==> src/hdl/tdse_pkg.sv <==
// Shared types and constants for the two-wire display serializer.
// Used by the front, back, top level and testbench; depends on nothing.
package tdse_pkg;

   localparam logic [1:0] ACT_COMMAND = 2'd0;
   localparam logic [1:0] ACT_DATA    = 2'd1;
   localparam logic [1:0] ACT_EMPTY   = 2'd2;

   localparam logic [7:0] DATA_CMD = 8'h40;

   localparam logic [2:0] BIT_LAST = 3'd7;
   localparam logic [1:0] SUB_ZERO = 2'd0;
   localparam logic [1:0] SUB_ONE  = 2'd1;
   localparam logic [1:0] SUB_LAST = 2'd2;

   typedef enum logic [1:0] {
      PH_START,
      PH_CMD,
      PH_DATA,
      PH_CLOSE
   } phase_type;

   typedef struct packed {
      logic       with_start;
      logic       with_cmd;
      logic       with_data;
      logic       with_end;
      logic [7:0] data_byte;
   } cmd_type;

   typedef struct packed {
      logic data_pin;
      logic clock_pin;
      logic last_step;
   } step_type;

endpackage

==> src/hdl/two_wire_display_serializer.sv <==
// An accepted transfer is held in the command queue, and each pin step it makes is held in the
// result queue, before the step reaches the result ports. Throughput: one pin step per cycle from
// the back-end sequencer while a command waits and the result queue is not full.
// Reset (synchronous, active high) empties both queues and sets the back end's pin levels high.
// Depends on tdse_pkg, tdse_fifo, tdse_front and tdse_back.
module two_wire_display_serializer #(
   parameter int CMD_DEPTH = 2,
   parameter int RSP_DEPTH = 2
) (
   input  logic       clock,
   input  logic       reset,
   input  logic       req_push,
   output logic       req_full,
   input  logic [1:0] req_action,
   input  logic [7:0] req_data_byte,
   input  logic       req_first_in_frame,
   input  logic       req_last_in_frame,
   output logic       rsp_empty,
   input  logic       rsp_pop,
   output logic       rsp_data_pin,
   output logic       rsp_clock_pin,
   output logic       rsp_last_step
);

   localparam int CMD_W  = $bits(tdse_pkg::cmd_type);
   localparam int STEP_W = $bits(tdse_pkg::step_type);

   tdse_pkg::cmd_type  front_cmd, head_cmd;
   tdse_pkg::step_type back_step, rsp_step;
   logic [CMD_W-1:0]   head_bits;
   logic [STEP_W-1:0]  rsp_bits;
   logic               cmd_push, cmd_pop, cmd_empty;
   logic               step_push, step_full;

   tdse_front u_front (
      .req_push           (req_push),
      .req_action         (req_action),
      .req_data_byte      (req_data_byte),
      .req_first_in_frame (req_first_in_frame),
      .req_last_in_frame  (req_last_in_frame),
      .queue_full         (req_full),
      .cmd_push           (cmd_push),
      .cmd_entry          (front_cmd)
   );

   tdse_fifo #(
      .WIDTH (CMD_W),
      .DEPTH (CMD_DEPTH)
   ) u_cmd_queue (
      .clock     (clock),
      .reset     (reset),
      .push      (cmd_push),
      .push_data (front_cmd),
      .pop       (cmd_pop),
      .pop_data  (head_bits),
      .full      (req_full),
      .empty     (cmd_empty)
   );

   assign head_cmd = head_bits;

   tdse_back u_back (
      .clock     (clock),
      .reset     (reset),
      .cmd       (head_cmd),
      .cmd_valid (!cmd_empty),
      .cmd_pop   (cmd_pop),
      .step      (back_step),
      .step_push (step_push),
      .step_full (step_full)
   );

   tdse_fifo #(
      .WIDTH (STEP_W),
      .DEPTH (RSP_DEPTH)
   ) u_rsp_queue (
      .clock     (clock),
      .reset     (reset),
      .push      (step_push),
      .push_data (back_step),
      .pop       (rsp_pop),
      .pop_data  (rsp_bits),
      .full      (step_full),
      .empty     (rsp_empty)
   );

   assign rsp_step      = rsp_bits;
   assign rsp_data_pin  = rsp_step.data_pin;
   assign rsp_clock_pin = rsp_step.clock_pin;
   assign rsp_last_step = rsp_step.last_step;

endmodule

==> src/hdl/tdse_fifo.sv <==
// Small first-in first-out queue of registers with full and empty flags.
// Generic; depends on nothing.
module tdse_fifo #(
   parameter int WIDTH = 1,
   parameter int DEPTH = 2
) (
   input  logic             clock,
   input  logic             reset,
   input  logic             push,
   input  logic [WIDTH-1:0] push_data,
   input  logic             pop,
   output logic [WIDTH-1:0] pop_data,
   output logic             full,
   output logic             empty
);

   localparam int PTR_W = $clog2(DEPTH);
   localparam int CNT_W = $clog2(DEPTH + 1);

   logic [WIDTH-1:0] entry_ff [DEPTH];
   logic [PTR_W-1:0] wr_ptr_ff, wr_ptr_in;
   logic [PTR_W-1:0] rd_ptr_ff, rd_ptr_in;
   logic [CNT_W-1:0] count_ff, count_in;
   logic             do_push, do_pop;

   assign full     = (count_ff == CNT_W'(DEPTH));
   assign empty    = (count_ff == '0);
   assign do_push  = push && !full;
   assign do_pop   = pop && !empty;
   assign pop_data = entry_ff[rd_ptr_ff];

   always_comb begin
      wr_ptr_in = wr_ptr_ff;
      rd_ptr_in = rd_ptr_ff;
      count_in  = count_ff;
      if (do_push) begin
         wr_ptr_in = (wr_ptr_ff == PTR_W'(DEPTH - 1)) ? '0 : wr_ptr_ff + 1'b1;
      end
      if (do_pop) begin
         rd_ptr_in = (rd_ptr_ff == PTR_W'(DEPTH - 1)) ? '0 : rd_ptr_ff + 1'b1;
      end
      case ({do_push, do_pop})
         2'b10:   count_in = count_ff + 1'b1;
         2'b01:   count_in = count_ff - 1'b1;
         default: count_in = count_ff;
      endcase
   end

   always_ff @(posedge clock) begin
      if (reset) begin
         wr_ptr_ff <= '0;
         rd_ptr_ff <= '0;
         count_ff  <= '0;
      end else begin
         wr_ptr_ff <= wr_ptr_in;
         rd_ptr_ff <= rd_ptr_in;
         count_ff  <= count_in;
      end
   end

   always_ff @(posedge clock) begin
      if (do_push) begin
         entry_ff[wr_ptr_ff] <= push_data;
      end
   end

endmodule

==> src/hdl/tdse_front.sv <==
// Front end: accepts request transfers and turns each known action into a frame command.
// Depends on tdse_pkg for the action codes and the command type.
module tdse_front (
   input  logic              req_push,
   input  logic [1:0]        req_action,
   input  logic [7:0]        req_data_byte,
   input  logic              req_first_in_frame,
   input  logic              req_last_in_frame,
   input  logic              queue_full,
   output logic              cmd_push,
   output tdse_pkg::cmd_type cmd_entry
);

   logic known;

   always_comb begin
      cmd_entry.data_byte = req_data_byte;
      known = 1'b1;
      unique case (req_action)
         tdse_pkg::ACT_COMMAND: begin
            cmd_entry.with_start = 1'b1;
            cmd_entry.with_cmd   = 1'b0;
            cmd_entry.with_data  = 1'b1;
            cmd_entry.with_end   = 1'b1;
         end
         tdse_pkg::ACT_DATA: begin
            cmd_entry.with_start = req_first_in_frame;
            cmd_entry.with_cmd   = req_first_in_frame;
            cmd_entry.with_data  = 1'b1;
            cmd_entry.with_end   = req_last_in_frame;
         end
         tdse_pkg::ACT_EMPTY: begin
            cmd_entry.with_start = 1'b1;
            cmd_entry.with_cmd   = 1'b1;
            cmd_entry.with_data  = 1'b0;
            cmd_entry.with_end   = 1'b1;
         end
         default: begin
            cmd_entry.with_start = 1'b0;
            cmd_entry.with_cmd   = 1'b0;
            cmd_entry.with_data  = 1'b0;
            cmd_entry.with_end   = 1'b0;
            known = 1'b0;
         end
      endcase
      // An unused action code is taken and dropped without any pin steps.
      cmd_push = req_push && !queue_full && known;
   end

endmodule

==> src/hdl/tdse_back.sv <==
// Back end: steps through the head frame command one pin change per cycle while the result queue has room.
// Depends on tdse_pkg for the phase, command and step types.
module tdse_back (
   input  logic               clock,
   input  logic               reset,
   input  tdse_pkg::cmd_type  cmd,
   input  logic               cmd_valid,
   output logic               cmd_pop,
   output tdse_pkg::step_type step,
   output logic               step_push,
   input  logic               step_full
);

   tdse_pkg::phase_type phase_ff, phase_in, phase, next_phase;
   logic       fresh_ff, fresh_in;
   logic [1:0] sub_ff, sub_in;
   logic [2:0] bit_ff, bit_in;
   logic       data_level_ff, data_level_in;
   logic       clock_level_ff, clock_level_in;
   logic       fire, phase_done, frame_done;
   logic [7:0] cur_byte;

   always_comb begin
      if (!fresh_ff) begin
         phase = phase_ff;
      end else if (cmd.with_start) begin
         phase = tdse_pkg::PH_START;
      end else if (cmd.with_cmd) begin
         phase = tdse_pkg::PH_CMD;
      end else begin
         phase = tdse_pkg::PH_DATA;
      end

      fire           = cmd_valid && !step_full;
      cur_byte       = (phase == tdse_pkg::PH_CMD) ? tdse_pkg::DATA_CMD : cmd.data_byte;
      data_level_in  = data_level_ff;
      clock_level_in = clock_level_ff;
      phase_done     = 1'b0;

      unique case (phase)
         tdse_pkg::PH_START: begin
            if (sub_ff == tdse_pkg::SUB_ZERO) begin
               data_level_in = 1'b0;
            end else begin
               clock_level_in = 1'b0;
               phase_done     = 1'b1;
            end
         end
         tdse_pkg::PH_CMD, tdse_pkg::PH_DATA: begin
            case (sub_ff)
               tdse_pkg::SUB_ZERO: data_level_in  = cur_byte[bit_ff];
               tdse_pkg::SUB_ONE:  clock_level_in = 1'b1;
               default: begin
                  clock_level_in = 1'b0;
                  phase_done     = (bit_ff == tdse_pkg::BIT_LAST);
               end
            endcase
         end
         tdse_pkg::PH_CLOSE: begin
            case (sub_ff)
               tdse_pkg::SUB_ZERO: data_level_in  = 1'b0;
               tdse_pkg::SUB_ONE:  clock_level_in = 1'b1;
               default: begin
                  data_level_in = 1'b1;
                  phase_done    = 1'b1;
               end
            endcase
         end
         default: phase_done = 1'b1;
      endcase

      frame_done = 1'b0;
      next_phase = phase;
      unique case (phase)
         tdse_pkg::PH_START: begin
            next_phase = cmd.with_cmd ? tdse_pkg::PH_CMD : tdse_pkg::PH_DATA;
         end
         tdse_pkg::PH_CMD: begin
            if (cmd.with_data) begin
               next_phase = tdse_pkg::PH_DATA;
            end else if (cmd.with_end) begin
               next_phase = tdse_pkg::PH_CLOSE;
            end else begin
               frame_done = 1'b1;
            end
         end
         tdse_pkg::PH_DATA: begin
            if (cmd.with_end) begin
               next_phase = tdse_pkg::PH_CLOSE;
            end else begin
               frame_done = 1'b1;
            end
         end
         default: frame_done = 1'b1;
      endcase

      phase_in = phase;
      fresh_in = 1'b0;
      sub_in   = sub_ff;
      bit_in   = bit_ff;
      if (phase_done) begin
         sub_in   = tdse_pkg::SUB_ZERO;
         bit_in   = '0;
         phase_in = next_phase;
         fresh_in = frame_done;
      end else if (sub_ff == tdse_pkg::SUB_LAST) begin
         sub_in = tdse_pkg::SUB_ZERO;
         bit_in = bit_ff + 1'b1;
      end else begin
         sub_in = sub_ff + 1'b1;
      end

      step.data_pin  = data_level_in;
      step.clock_pin = clock_level_in;
      step.last_step = phase_done && frame_done;
      step_push      = fire;
      cmd_pop        = fire && phase_done && frame_done;
   end

   always_ff @(posedge clock) begin
      if (reset) begin
         phase_ff       <= tdse_pkg::PH_START;
         fresh_ff       <= 1'b1;
         sub_ff         <= tdse_pkg::SUB_ZERO;
         bit_ff         <= '0;
         data_level_ff  <= 1'b1;
         clock_level_ff <= 1'b1;
      end else if (fire) begin
         phase_ff       <= phase_in;
         fresh_ff       <= fresh_in;
         sub_ff         <= sub_in;
         bit_ff         <= bit_in;
         data_level_ff  <= data_level_in;
         clock_level_ff <= clock_level_in;
      end
   end

endmodule

==> config.mk <==
export PLATFORM = sky130hd
export DESIGN_NAME = two_wire_display_serializer
export DESIGN_NICKNAME = d
export VERILOG_FILES = /design/src/hdl/tdse_pkg.sv /design/src/hdl/two_wire_display_serializer.sv /design/src/hdl/tdse_fifo.sv /design/src/hdl/tdse_front.sv /design/src/hdl/tdse_back.sv
export SDC_FILE = /design/constraint.sdc
export NUM_CORES = 1
export LEC_CHECK = 0
export BUFFER_PORTS_ARGS = -buffer_cell sky130_fd_sc_hd__buf_2
export CORE_UTILIZATION = 55
export CTS_CLUSTER_DIAMETER = 40
export DETAILED_ROUTE_END_ITERATION = 12
export GPL_TIMING_DRIVEN = 0
export PLACE_DENSITY = 0.74
export REMOVE_ABC_BUFFERS = 1
export SETUP_SLACK_MARGIN = 0.5
export SLEW_MARGIN = 0
export SYNTH_ARGS = -nofsm -noshare
export SYNTH_HDL_FRONTEND = slang
export SYNTH_HIERARCHICAL = 1
export SYNTH_SLANG_ARGS = --single-unit
==> constraint.sdc <==
create_clock -name clock -period 7.65 [get_ports clock]
set_input_delay 0.765 -clock clock [delete_from_list [all_inputs] [get_ports clock]]
set_output_delay 0.765 -clock clock [all_outputs]
set_load 0.02 [all_outputs]
==> results of run 1 <==
through the flow:
stage	util, %	power (W)	setup WS (ns)	instance area, sq um
after detailed placement	58.0	0.000521	4.02	2540
after global placement	58.0	0.000517	4.06	2540
after global routing	59.8	0.000698	3.71	2620
final	59.8	0.000658	4.02	2620
after floorplan	-	0.000478	4.47	2380
after CTS	59.8	0.000665	3.99	2620
flip-flops by register name, indices dropped and copies added (netlist names), named ones only:
signal and cells:
u_rsp_queue/entry_ff 6, u_back/bit_ff 3, u_back/clock_level_ff 1, u_rsp_queue/wr_ptr_ff 1
u_cmd_queue/entry_ff 24, u_back/fresh_ff 1, u_cmd_queue/count_ff 2, u_back/phase_ff 2
u_cmd_queue/wr_ptr_ff 1, u_rsp_queue/rd_ptr_ff 1, u_back/data_level_ff 1, u_rsp_queue/count_ff 2
u_back/sub_ff 2, u_cmd_queue/rd_ptr_ff 1
placed cells by master, fill, tap and decap left out, types with 3 or more instances in the layout:
cell type and count:
sky130_fd_sc_hd__edfxtp_1 30, sky130_fd_sc_hd__buf_2 20, sky130_fd_sc_hd__dfxtp_1 20, sky130_fd_sc_hd__nor2_1 18
sky130_fd_sc_hd__inv_1 17, sky130_fd_sc_hd__mux2_2 17, sky130_fd_sc_hd__a21oi_1 16, sky130_fd_sc_hd__nand2_1 9
sky130_fd_sc_hd__ha_1 9, sky130_fd_sc_hd__o21ai_0 8, sky130_fd_sc_hd__nand2b_1 7, sky130_fd_sc_hd__clkbuf_8 5
sky130_fd_sc_hd__or3_1 5, sky130_fd_sc_hd__a211oi_1 4, sky130_fd_sc_hd__nand3b_1 4, sky130_fd_sc_hd__xnor2_1 4
sky130_fd_sc_hd__o21a_1 3, sky130_fd_sc_hd__nand3_1 3, sky130_fd_sc_hd__mux2i_1 3, sky130_fd_sc_hd__nor3_1 3
sky130_fd_sc_hd__and3_1 3
area by class of cell:
cell class	instances	area [sq um]	share of cell area (%)
Multi-Input combinational cell	141	1000	38.3
Clock inverter	2	8.76	0.334
Sequential cell	50	1300	49.6
Inverter	19	71.3	2.72
Timing Repair Buffer	20	100	3.81
Clock buffer	6	72.6	2.77
Tap cell	52	65.1	2.48
where the power goes:
group | leakage [nW] | internal, W | switching [W]
clock network | 0.0426 | 0.0000630 | 0.0000808
logic | 0.537 | 0.0000727 | 0.0000985
registers | 0.440 | 0.000322 | 0.0000211
total | 1.02 | 0.000458 | 0.000200
worst paths after layout:
check                                       start                                    to  slack [ns]  cells after the start
hold reg to reg   u_back/phase_ff[0]$_SDFFE_PP0P_       u_back/phase_ff[0]$_SDFFE_PP0P_        0.49                      2
setup reg to reg                         register  u_cmd_queue/count_ff[1]$_SDFFE_PP0P_        4.02                     12
setup / recovery                         register  u_cmd_queue/count_ff[1]$_SDFFE_PP0P_        4.02                     12
hold / removal    u_back/phase_ff[0]$_SDFFE_PP0P_       u_back/phase_ff[0]$_SDFFE_PP0P_        0.49                      2
worst reg2reg max path, delay by kind of cell, from the launching register on:
| family | cells | cell delay [ns] |
|---|---|---|
| compound gates | 5 | 1.02 |
| fa+ha+maj | 2 | 0.66 |
| buf+inv | 1 | 0.14 |
| flops | 1 | 0.65 |
| mux | 1 | 0.42 |
| simple gates | 3 | 0.70 |
cell families after synthesis:
kind of cell             after synthesis  synth area share [%]
adder cells (fa/ha/maj)                9                  4.46
AO/OA/AOI/OAI                         44                  11.1
AND/OR/NAND/NOR                       62                  13.4
XOR/XNOR                               6                  2.08
multiplexers                          20                  8.78
buffers and inverters                 37                  8.58
flip-flops                            50                  51.6
layer usage:
metal	vias to the layer above	wire [microns]	track usage, %
met1	708	1850	21.8
met3	6	107	4.51
met4	0	43	6.67
li1	822	-	-
met2	18	1800	27.5
met5	-	0	0
==> flow_results.org, run 1 <==
** Status
- Status :: finished, final reports clean

** STA
- The number of endpoints with negative hold slack in the final report was 0.
- For this run, the top clock speed supported by timing is 0.275 GHz.
- The final count of pins violating max slew came to 0.
- RSZ-0062 raised after global routing :: no
- Final worst path period need :: 3.63 ns
- Setup violations remaining at the end of the flow were counted as 0.
- Final setup TNS :: 0 ns
- Of the available clock period, the critical path in the final layout requires 47.5%.
- Final worst clock skew :: 0.00317 ns
- The worst pin sits at a relative slew slack of 60.6%.
- Post-route worst hold slack :: 0.493 ns
- Transition time of the tightest slew-check pin :: 0.590 ns

** Setup path
- For this design, the slowest cell found on the critical path is sky130_fd_sc_hd__dfxtp_1.
- Data on the critical path arrives at its endpoint at 3.86 ns.
- STA classifies the critical path endpoint as a register.
- Worst path buffer plus inverter count :: 1
- Classification of the worst setup path :: register to register
- Top Family by Delay on Critical Path :: compound AO/OA/AOI/OAI gates
- Startpoint type of the worst setup path :: register
- Highest cell delay on the worst timing path :: 0.65 ns
- Data required time of the critical path :: 7.88 ns
- Along the worst path, the maximum fanout reaches 12.
- Cell-by-cell listing of the critical path :: mux2_2, o22ai_1, inv_1, ha_1, nor2b_2, o31a_1, o21a_1, and2_1, o21a_1, ha_1, or3_1, a21oi_1

** CTS
- The clock drives 50 sinks.
- The H-tree generated during clock tree synthesis spans 2 levels.
- Clock insertion delay at the later pin of the skew report :: 0.30 ns
- Longest Clk Path Bufs :: 2
- CTS root buffer :: sky130_fd_sc_hd__clkbuf_8
- After clock tree synthesis, the clock-pin slew on the worst setup and hold paths is 0.08 ns.
- Number of buffers added for setup after CTS :: 0
- CTS tree :: done
- Cts repair resizes :: 0
- Buffers inserted during clock tree synthesis total 5.
- Hold_buf cts :: 0

** Pwr
- For this design the static power due to leakage is 1.02 nW.
- Peak supply drop :: 0.000113 V
- Pwr per Cell Area :: 251 nW/um^2

** Synthesis
- After synthesis, flip-flops and latches occupy 51.6% of the total area.
- Synthesized cell area :: 2520 sq um
- Yosys printed 6 warnings.
- Post-Synthesis Mean Instance Area :: 11.1 sq um
- Among all flip-flop cells after synthesis, the most frequent one is sky130_fd_sc_hd__edfxtp_1.
- Post-synth EDFFs :: 30
- Fraction of registers with async set/reset :: 0%
- Post-Synthesis Cells :: 228
- By count the netlist is led by sky130_fd_sc_hd__edfxtp_1 (30), sky130_fd_sc_hd__dfxtp_1 (20), sky130_fd_sc_hd__nor2_1 (18), sky130_fd_sc_hd__inv_1 (17), sky130_fd_sc_hd__mux2_2 (17).
- Area contributors post-synth :: sky130_fd_sc_hd__edfxtp_1 (36%), sky130_fd_sc_hd__dfxtp_1 (16%), sky130_fd_sc_hd__mux2_2 (7.6%)
- The largest total area in the synthesized netlist belongs to sky130_fd_sc_hd__edfxtp_1.
- By instance count, the leading cell after synthesis is sky130_fd_sc_hd__edfxtp_1.
- The synthesized netlist contains 44 unique library cells.
- The top cell type by area accounts for 35.7% of the synthesized area.
- #FFs+latches synth :: 50

** Die
- Vertical extent of the die :: 69.7 microns
- Top-level port count :: 21
- Row cnt :: 24
- Initial core utilization :: 57.5%
- Die area :: 4860 sq um
- The core region is 4380 sq um.
- Die Wd :: 69.7 microns

** Global route
- Global routing finished with a remaining overflow of 0.
- The via count of the first global-routing pass came to 1450.
- Pin count of the biggest net entering global routing :: 22
- Across every metal layer, demand over resource in global routing totals 17.0%.
- The initial antenna violation count is 0.
- Wire length of the first global-routing pass :: 6480 microns

** Final layout
- Fill cell instance count of the final layout :: 375
- Cells with a size suffix above 1 make up 21.8% of the layout.
- Non-filler cells, final :: 290
- Total inserted antenna cells :: 0
- The area growth from synthesis to layout is 4.02%.
- Nets :: 262

** Routing
- The pre-antenna-repair detailed-routing pass consisted of 4 iterations.
- Via count :: 1554
- Once detail routing completed, the nets flagged for antenna violations numbered 0.
- Initial detailed-routing violation count :: 76
- Per-cell routed wire length :: 13.1 microns
- Summed over all layers, the routed wires come to 3800 microns.
- In the routed design, unresolved DRC markers number 0.
- Vias per std cell :: 5.36

** Run
- Max capacitance violation total :: 0

** Place
- During placement, the flow inserted port buffers numbering 20.
- Once detailed placement completed, the half-perimeter wirelength came to 2710 microns.
- Total instance count after detailed placement :: 282
- Routability-driven placement finished with a final weighted congestion of 0.775.

** Worst hold path
- The min-delay analysis places its worst path in the category register to register.
No activity file was read; power rests on OpenSTA's default activity.
==> inputs of run 2 (changes only) <==
- CORE_UTILIZATION: 55 -> 53
- PLACE_DENSITY: 0.74 -> 0.75
- clock period: 7.65 -> 3.2 ns (I/O delays scaled with it)
==> run 2 against run 1 <==
Final cell count grew 5.2%; sequential power increased by 140%; global-route usage rose by 1.3 points; critical endpoint unchanged; critical path depth increased by 1; worst hold slack lost 0.29 ns; die area is 3.7% higher; via count up 8.8%; utilization is 5.0 points higher.
==> flow_results.org, run 2 (same netlist as run 1, synthesis figures left out) <==
** STA
- Number of endpoints failing setup at the final stage :: 0
- Based on the critical path, the design can be clocked at up to 0.350 GHz.
- Setup repair after global routing could not meet its margin everywhere.
- Clock skew on the completed layout was measured at 0.00527 ns.
- Final worst path period need :: 2.85 ns
- Relative slew margins :: 58.0%
- Post-route worst hold slack :: 0.207 ns
- The number of endpoints with negative hold slack in the final report is 0.
- After layout, the worst path uses 89.2% of the clock period.
- Max-slew violation count :: 0
- Transition time of the tightest slew-check pin :: 0.630 ns
- Summed over all failing endpoints, the final setup total negative slack is 0 ns.

** Place
- The placed instances occupy a cell area of 2540 sq um.
- In this run the tool buffered the top-level ports with 20 buffer cells.
- Placed wire-length estimate after detailed placement :: 2810 microns
- Routability-driven placement finished with a final weighted congestion of 0.783.

** CTS
- The clock tree synthesis step divided the H-tree into 2 levels.
- The cell sitting at the root of the clock tree is a sky130_fd_sc_hd__clkbuf_8.
- At the later pin of the worst-skew pair, clock insertion delay measures 0.29 ns.
- The tree built by TritonCTS fans out to 50 sinks.
- Longest Clk Path Bufs :: 2
- CTS tree :: done
- Hold repair after CTS inserted 0 buffers.
- Worst-path clk slew :: 0.08 ns
- Clock tree synthesis inserted a total of 5 buffers.

** Routing
- DR WL met3 :: 106 microns
- For this block, wires on met1 add up to 1970 microns.
- Initial detailed-routing violation count :: 91
- The count of nets left with antenna violations once routing finished came out at 0.
- Drt drc :: 0
- Number of iterations in the first detailed-routing pass :: 6
- After detailed routing, the total wire length is 4360 microns.
- Routed signal wires occupy layers up through met4.
- Summing over every cut layer, the via total after detailed routing is 1690.
- Per-cell routed wire length :: 14.3 microns
- Dividing the detail-routed via count by the number of cells gives 5.54.
- Routed length on met2 :: 2220 microns

** Final layout
- The filler cells instantiated in the layout total 355.
- The final layout contains 277 nets.
- In the final layout, the share of cells above drive strength 1 is 33.2%.
- Post-route design area :: 2900 sq um
- Most common cell after layout, fill and taps aside :: sky130_fd_sc_hd__edfxtp_1
- Area occupied by registers :: 1310 sq um
- Number of flip-flops in the largest register :: 24
- 0 antenna diodes ended up in the layout.
- Total area of multi-input combinational cells :: 1150 sq um
- In the layout the commonest cells are sky130_fd_sc_hd__edfxtp_1 (30), sky130_fd_sc_hd__buf_2 (20), sky130_fd_sc_hd__dfxtp_1 (19).
- The largest registers in the layout are u_cmd_queue/entry_ff (24), u_rsp_queue/entry_ff (6), u_back/bit_ff (3).
- Area growth from synthesis to final layout :: 15.0%
- Largest register by flop count :: u_cmd_queue/entry_ff

** Worst hold path
- The worst hold path belongs to the class input pin to register.
- Hold Crit Depth :: 1

** Status
- Status :: finished, final reports clean

** Die
- The core region is 4470 sq um.
- Initial core utilization :: 56.4%
- Vertical extent of the die :: 71.0 microns
- Row cnt :: 24
- Die area :: 5040 sq um
- The die is 71.0 microns wide.
- Top-level port count :: 21

** Pwr
- Pwr per Cell Area :: 593 nW/um^2
- LEAKAGE :: 1.13 nW
- Peak supply drop :: 0.000353 V
- Total power after layout :: 0.00172 W

** Setup path
- Depth of the most critical reg-to-reg path :: 13
- Startpoint type of the worst setup path :: register
- Top Family by Delay on Critical Path :: compound AO/OA/AOI/OAI gates
- For the worst setup path, the data required time is 3.43 ns.
- Together, buffers and inverters on the worst path number 1.
- The critical path crosses 13 cells after its start point.
- Cell-by-cell listing of the critical path :: mux2_4, o22ai_4, inv_2, ha_4, nor2b_4, o31a_1, o21a_1, and2_4, o21a_4, ha_4, xnor2_2, or3_4, a21oi_2
- Classification of the worst setup path :: register to register
- For this design, the slowest cell found on the critical path is sky130_fd_sc_hd__or3_4.
- Critical-path maximum fanout :: 4
- Most common cell on crit path :: sky130_fd_sc_hd__ha_4
- For this run, the slowest stage of the critical path takes 0.38 ns.
- Crit path capture type :: register
- Arrival time worst endpoint :: 3.08 ns

** Run
- Across the run, the number of max-cap violations was 0.

** Global route
- The via count of the first global-routing pass is 1613.
- Wire length of the first global-routing pass :: 7130 microns
- The initial antenna violation count is 0.
- All-layer global routing usage :: 18.4%
- Pin count of the biggest net entering global routing :: 22
- Total gr overflow :: 0
## run 2: cell types whose count changed in the layout (fill, tap and decap cells not counted), moves of 2 or more
| cell | previous run | this run |
|---|---|---|
| sky130_fd_sc_hd__buf_4 | 0 | 14 |
| sky130_fd_sc_hd__ha_1 | 9 | 4 |
| sky130_fd_sc_hd__ha_4 | 0 | 5 |
| sky130_fd_sc_hd__mux2_2 | 17 | 14 |
| sky130_fd_sc_hd__mux2_4 | 0 | 3 |
| sky130_fd_sc_hd__inv_1 | 17 | 15 |
## run 2: layer usage
metal  track usage (%)  vias up
met5                 0        -
met4              6.89        0
met3              4.42        8
met2              31.4       30
met1              22.6      804
li1                  -      848
## run 2: worst register-to-register path, delay by kind of cell (launching register included)
kind	cells	cell delay, ns
muxes	1	0.34
and+or+nand+nor	3	0.57
adders and majority gates	2	0.45
AOI/OAI and AO/OA	5	0.83
DFF	1	0.37
xor gates and xnor gates	1	0.13
buffers and inverters	1	0.10
## run 2: final cells by class
class / count / share of cell area (%)
repair buffers: 35 / 7.24
flip-flops and latches: 50 / 45.0
inverters: 19 / 2.54
multi-input cells: 141 / 39.5
well taps: 52 / 2.24
clock inverters: 1 / 0.129
clock buffers: 7 / 3.36
## run 2: worst paths after layout
| kind | from | to | slack (ns) |
|---|---|---|---|
| worst min-delay path | req_data_byte[3] | u_cmd_queue/entry_ff[1][3]$_DFFE_PP_ | 0.21 |
| worst max register to register | register | u_cmd_queue/count_ff[1]$_SDFFE_PP0P_ | 0.35 |
| worst min register to register | u_cmd_queue/wr_ptr_ff$_SDFFE_PP0N_ | u_cmd_queue/wr_ptr_ff$_SDFFE_PP0N_ | 0.50 |
| worst max-delay path | register | u_cmd_queue/count_ff[1]$_SDFFE_PP0P_ | 0.35 |
## run 2: where the power goes
group | internal, W | switching (W) | total, W
combinational | 0.000231 | 0.000273 | 0.000503
clock | 0.000199 | 0.000189 | 0.000388
sequential | 0.000770 | 0.0000573 | 0.000827
total | 0.00120 | 0.000519 | 0.00172
## run 2: repair_timing
| action | CTS | global route |
|---|---|---|
| gates resized for setup | 19 | 10 |
| endpoints found under the setup margin | 18 | 2 |
| buffers inserted | 8 | 7 |
| pin swaps | 4 | 8 |
## run 2: metrics by stage
step / setup WS (ns) / std cells / utilization, %
2_1_floorplan: 0.0230 / 210 / -
3_3_place_gp: -0.387 / 282 / 56.8
3_5_place_dp: -0.464 / 282 / 56.8
4_1_cts: 0.389 / 298 / 62.5
5_1_grt: 0.238 / 305 / 64.8
6_report: 0.345 / 305 / 64.8
